===== config.mk =====
export PLATFORM = sky130hd
export DESIGN_NAME = tgl_ctrl
export DESIGN_NICKNAME = d
export VERILOG_FILES = /design/src/hw/rtl/tgl_pkg.sv /design/src/hw/rtl/tgl_ctrl.sv
export SDC_FILE = /design/constraint.sdc
export NUM_CORES = 1
export LEC_CHECK = 0
export ABC_AREA = 1
export BUFFER_PORTS_ARGS = -buffer_cell sky130_fd_sc_hd__clkbuf_2
export CELL_PAD_IN_SITES_DETAIL_PLACEMENT = 2
export CELL_PAD_IN_SITES_GLOBAL_PLACEMENT = 2
export CORE_UTILIZATION = 23
export CTS_CLUSTER_SIZE = 40
export DETAILED_ROUTE_END_ITERATION = 6
export PLACE_DENSITY = 0.76
export SLEW_MARGIN = 15
export SYNTH_ARGS = -nofsm -noshare
export SYNTH_HDL_FRONTEND = slang
export SYNTH_SLANG_ARGS = --single-unit

===== constraint.sdc =====
create_clock -name clock -period 1.2 [get_ports clock]
set_input_delay 0.06 -clock clock [delete_from_list [all_inputs] [get_ports clock]]
set_output_delay 0.06 -clock clock [all_outputs]
set_load 0.03 [all_outputs]

===== src/hw/rtl/tgl_pkg.sv =====
// shared types, codes and defaults for the tile grid lookup
package tgl_pkg;

   // default table depths, all powers of two
   localparam int unsigned TOP_DEPTH_DEF    = 64;
   localparam int unsigned COARSE_DEPTH_DEF = 256;
   localparam int unsigned LEAF_DEPTH_DEF   = 4096;

   localparam int unsigned SIZE_W      = 13;
   localparam int unsigned COORD_W     = 16;
   localparam int unsigned LEVEL_W     = 3;
   localparam int unsigned INDEX_W     = 12;
   localparam int unsigned CELL_W      = 8;
   localparam int unsigned CSR_INDEX_W = 3;
   localparam int unsigned NUM_LEVELS  = 5;

   typedef logic [LEVEL_W-1:0]     level_type;
   typedef logic [SIZE_W-1:0]      size_type;
   typedef logic [CSR_INDEX_W-1:0] csr_index_type;

   localparam level_type LEVEL_0 = 3'd0;
   localparam level_type LEVEL_1 = 3'd1;
   localparam level_type LEVEL_2 = 3'd2;
   localparam level_type LEVEL_3 = 3'd3;
   localparam level_type LEVEL_4 = 3'd4;

   localparam logic KIND_LOOKUP = 1'b0;
   localparam logic KIND_WRITE  = 1'b1;

   localparam csr_index_type CSR_SIZE_L0 = 3'd0;
   localparam csr_index_type CSR_SIZE_L1 = 3'd1;
   localparam csr_index_type CSR_SIZE_L2 = 3'd2;
   localparam csr_index_type CSR_SIZE_L3 = 3'd3;
   localparam csr_index_type CSR_SIZE_L4 = 3'd4;

   localparam size_type SIZE_RESET_L0 = 13'd1024;
   localparam size_type SIZE_RESET_L1 = 13'd256;
   localparam size_type SIZE_RESET_L2 = 13'd64;
   localparam size_type SIZE_RESET_L3 = 13'd16;
   localparam size_type SIZE_RESET_L4 = 13'd8;

   typedef enum logic [1:0] {
      ST_IDLE,
      ST_STEP,
      ST_FINISH
   } state_type;

   typedef struct packed {
      logic      write;
      logic      latch;
      logic      kill;
      logic      step;
      level_type step_level;
      logic      capture;
   } cmd_type;

   typedef struct packed {
      logic rsp_free;
   } status_type;

endpackage


===== src/hw/rtl/tgl_ctrl.sv =====
// controller: issues table writes and sequences the per-level table reads of one lookup
module tgl_ctrl (
   input  logic                  clock,
   input  logic                  reset,
   input  logic                  req_valid,
   output logic                  req_stall,
   input  logic                  req_kind,
   input  tgl_pkg::level_type    req_level,
   input  tgl_pkg::status_type   status,
   output tgl_pkg::cmd_type      cmd
);
   import tgl_pkg::*;

   state_type state_ff, state_in;
   level_type cur_ff, cur_in;
   level_type tgt_ff, tgt_in;
   logic      accept;

   always_ff @(posedge clock) begin
      if (reset) begin
         state_ff <= ST_IDLE;
         cur_ff   <= LEVEL_0;
         tgt_ff   <= LEVEL_0;
      end else begin
         state_ff <= state_in;
         cur_ff   <= cur_in;
         tgt_ff   <= tgt_in;
      end
   end

   always_comb begin
      state_in       = state_ff;
      cur_in         = cur_ff;
      tgt_in         = tgt_ff;
      cmd            = '0;
      req_stall      = (state_ff != ST_IDLE);
      accept         = req_valid && (state_ff == ST_IDLE);
      cmd.step_level = cur_ff;
      case (state_ff)
         ST_IDLE: begin
            if (accept) begin
               if (req_kind == KIND_WRITE) begin
                  cmd.write = 1'b1;
               end else begin
                  cmd.latch = 1'b1;
                  tgt_in    = req_level;
                  if (req_level > LEVEL_4) begin
                     // unknown level answers cell 0
                     cmd.kill = 1'b1;
                     state_in = ST_FINISH;
                  end else begin
                     // walk starts at the coarsest grid the level needs
                     cur_in   = (req_level == LEVEL_4) ? LEVEL_4 : LEVEL_3;
                     state_in = ST_STEP;
                  end
               end
            end
         end
         ST_STEP: begin
            cmd.step = 1'b1;
            if (cur_ff == tgt_ff) begin
               state_in = ST_FINISH;
            end else begin
               cur_in = cur_ff - 3'd1;
            end
         end
         ST_FINISH: begin
            if (status.rsp_free) begin
               cmd.capture = 1'b1;
               state_in    = ST_IDLE;
            end
         end
         default: begin
            state_in = ST_IDLE;
         end
      endcase
   end

   a_step_order: assert property (@(posedge clock) disable iff (reset)
      (state_ff == ST_STEP) |-> (cur_ff >= tgt_ff && cur_ff <= LEVEL_4))
      else $error("step level below target or beyond top level");

   a_step_descends: assert property (@(posedge clock) disable iff (reset)
      (state_ff == ST_STEP && cur_ff != tgt_ff) |=>
         (state_ff == ST_STEP && cur_ff == $past(cur_ff) - 3'd1))
      else $error("level walk skipped a level");

endmodule


==> flow_metrics.tcl <==
set metrics [dict create \
    ys_types 21 \
    diodes 0 \
    syn_inst 78 \
    placed_area_um2 653.1 \
    die_h_um 48.77 \
    drive_gt1_share_pct 52.38 \
    grt_usage_pct 16.60 \
    num_rows 16 \
    wl_per_cell_um 13.53 \
    synth-seq-cells 8 \
    overflow 0 \
    stdcell_area_um2 802.0 \
    first_pass_iters 3 \
    maxSlewViolCount 0 \
    grt_pass1_wl_mm 2.960 \
    fin_crit_sh_pct 102.0 \
    hpwl_mm 1.315 \
    max_cap_violations 0 \
    fmax_ghz 0.8169 \
    grt_antenna_before_repair 0 \
    p_per_area_nw_per_um2 1310 \
    violations "setup timing" \
    cts_buffers 3 \
    fin_tns_setup_ps -35.73 \
    place.gp.congestion 0.7359 \
    use_met2_pct 32.87 \
    detail-route-antenna-nets 0 \
    clock_skew_ps 7.268 \
    vdd_drop_max_uv 684.6 \
    setup_viol 3 \
    final_common_cell "nor2_1" \
    clkTransAtPathRegs_ps 60 \
    die_area_um2 2378 \
    start_util_pct 25.12 \
    crit_fanout 7 \
    final.setup.worst_slack_ps -24.17 \
    grt_use_met3_pct 5.346 \
    finalNetCount 115 \
    via_per_inst 4.598 \
    io_pins 17 \
    syn-cell-area_um2 503.0 \
    hold_class "primary input to flip-flop" \
    clock_latency_ps 250 \
    grt_max_degree 8 \
    ys_seq_area_share_pct 31.84 \
    avgSynthCellArea_um2 6.448 \
    dpl_worst_slack_ps 17.37 \
    hold_viol 0 \
    port_buffers 16 \
    layout_common_cells "nor2_1 (12), clkbuf_2 (11), inv_1 (9), nand2_2 (9)" \
    cp-start-kind "flip-flop" \
    tritoncts "done" \
    vias 607 \
    cp.required_ps 1340 \
    drtIter0Drc 1 \
    arrival_ps 1360 \
    gr-max-usage-layer "met2" \
    routed_wl_mm 1.786 \
    cts_root_buf "clkbuf_4" \
    slew_headroom_pct 82.43 \
    gr-usage-met1_pct 15.90 \
    status "finished, violations left" \
    worstSetupPathType "flip-flop to flip-flop" \
    total_power_w 0.001051 \
    drc 0 \
    die-width_um 48.77 \
    cts.sinks 8 \
    p_leak_nw 0.3864 \
    cts_buffer_depth 2 \
    first_global_vias 676 \
    htree_levels 1 \
    rsz0062_at_grt "true" \
    tightest_slew_ps 261.7 \
    n_fill_cell 257 \
    ys_warn_count 0 \
    post-route-min-period_ps 1224 \
    end_kind "flip-flop" \
    synth_nets 87 \
    core_region_area_um2 2002 \
    syn_to_final_growth_pct 59.45 \
]
[metrics by stage]
stage	hold WS, ps	util (%)	cells
finish	105.9	40.06	132
floorplan	129.1	-	78
detailed placement	278.1	32.63	123
global placement	278.6	32.63	123
global route	113.9	40.06	132
CTS	114.8	37.13	131
[routing by layer]
layer	vias to the layer above	part of all wire [%]
met2	17	55
met4	0	2.2
met1	287	38
met5	-	0
met3	4	4.8
li1	299	-
[synthesized netlist by cell type (all sizes together)]
cell type / count / area share (%)
nand2: 18 / 16
inv: 15 / 11
nor2: 15 / 14
dfxtp: 8 / 32
o21ai: 8 / 8.7
nand3: 4 / 5.0
a21oi: 3 / 3.0
nor3: 2 / 2.0
ha: 1 / 2.5
nand4: 1 / 1.2
o21a: 1 / 1.5
xnor2: 1 / 1.7
xor2: 1 / 1.7
[cell families (layout without fill, tap and decap cells)]
family,Yosys count,after routing,share of synthesized area (%)
XOR/XNOR,2,2,3.483
AO/OA/AOI/OAI,12,12,13.18
buffers and inverters,15,42,11.19
flip-flops,8,8,31.84
adder cells (fa/ha/maj),1,1,2.487
AND/OR/NAND/NOR,40,40,37.81
[path summary, 6_finish.rpt]
check	start	endpoint	slack, ps	depth (start not counted)
worst max-delay path	cur_ff[0]	cur_ff[1]	-20	8
worst min-delay path	req_level[2]	tgt_ff[2]	110	3
worst max register to register	cur_ff[0]	cur_ff[1]	-20	8
worst min register to register	tgt_ff[0]	tgt_ff[0]	510	2
[state kept, by name, summed over array words and instances (netlist names)]
signal    count
cur_ff        3
state_ff      2
tgt_ff        3
[worst max-delay path, stage by stage (launching register included)]
cell and delay, ps:
dfxtp_4 360, inv_4 70, nand2_2 60, nand2_2 80, nand4_1 200, nand2_4 180, nand2_2 50, nand2_1 60
nor2_1 40
[power breakdown]
group	switching, W	total, W	internal, W	leakage (nW)
clock network	0.0000951	0.000223	0.000127	0.0150
registers	0.0000460	0.000352	0.000306	0.0690
logic	0.000291	0.000477	0.000185	0.302
[what timing repair did]
action                                 in CTS  in global routing
endpoints found under the hold margin       1                  0
buffers inserted                            3                  1
pin swaps                                   2                  5
setup endpoints to repair                   4                  9
resized for setup                           9                 20
hold buffers                                1                  0
[final cells by class]
type	count	area (um2)	area share, %
Timing Repair Buffer	23	157.7	19.66
Sequential cell	8	175.2	21.84
Tap cell	27	33.78	4.212
Clock buffer	4	26.28	3.276
Multi-Input combinational cell	55	350.3	43.68
Inverter	15	58.81	7.332
Power figures use the tool's default switching activity.
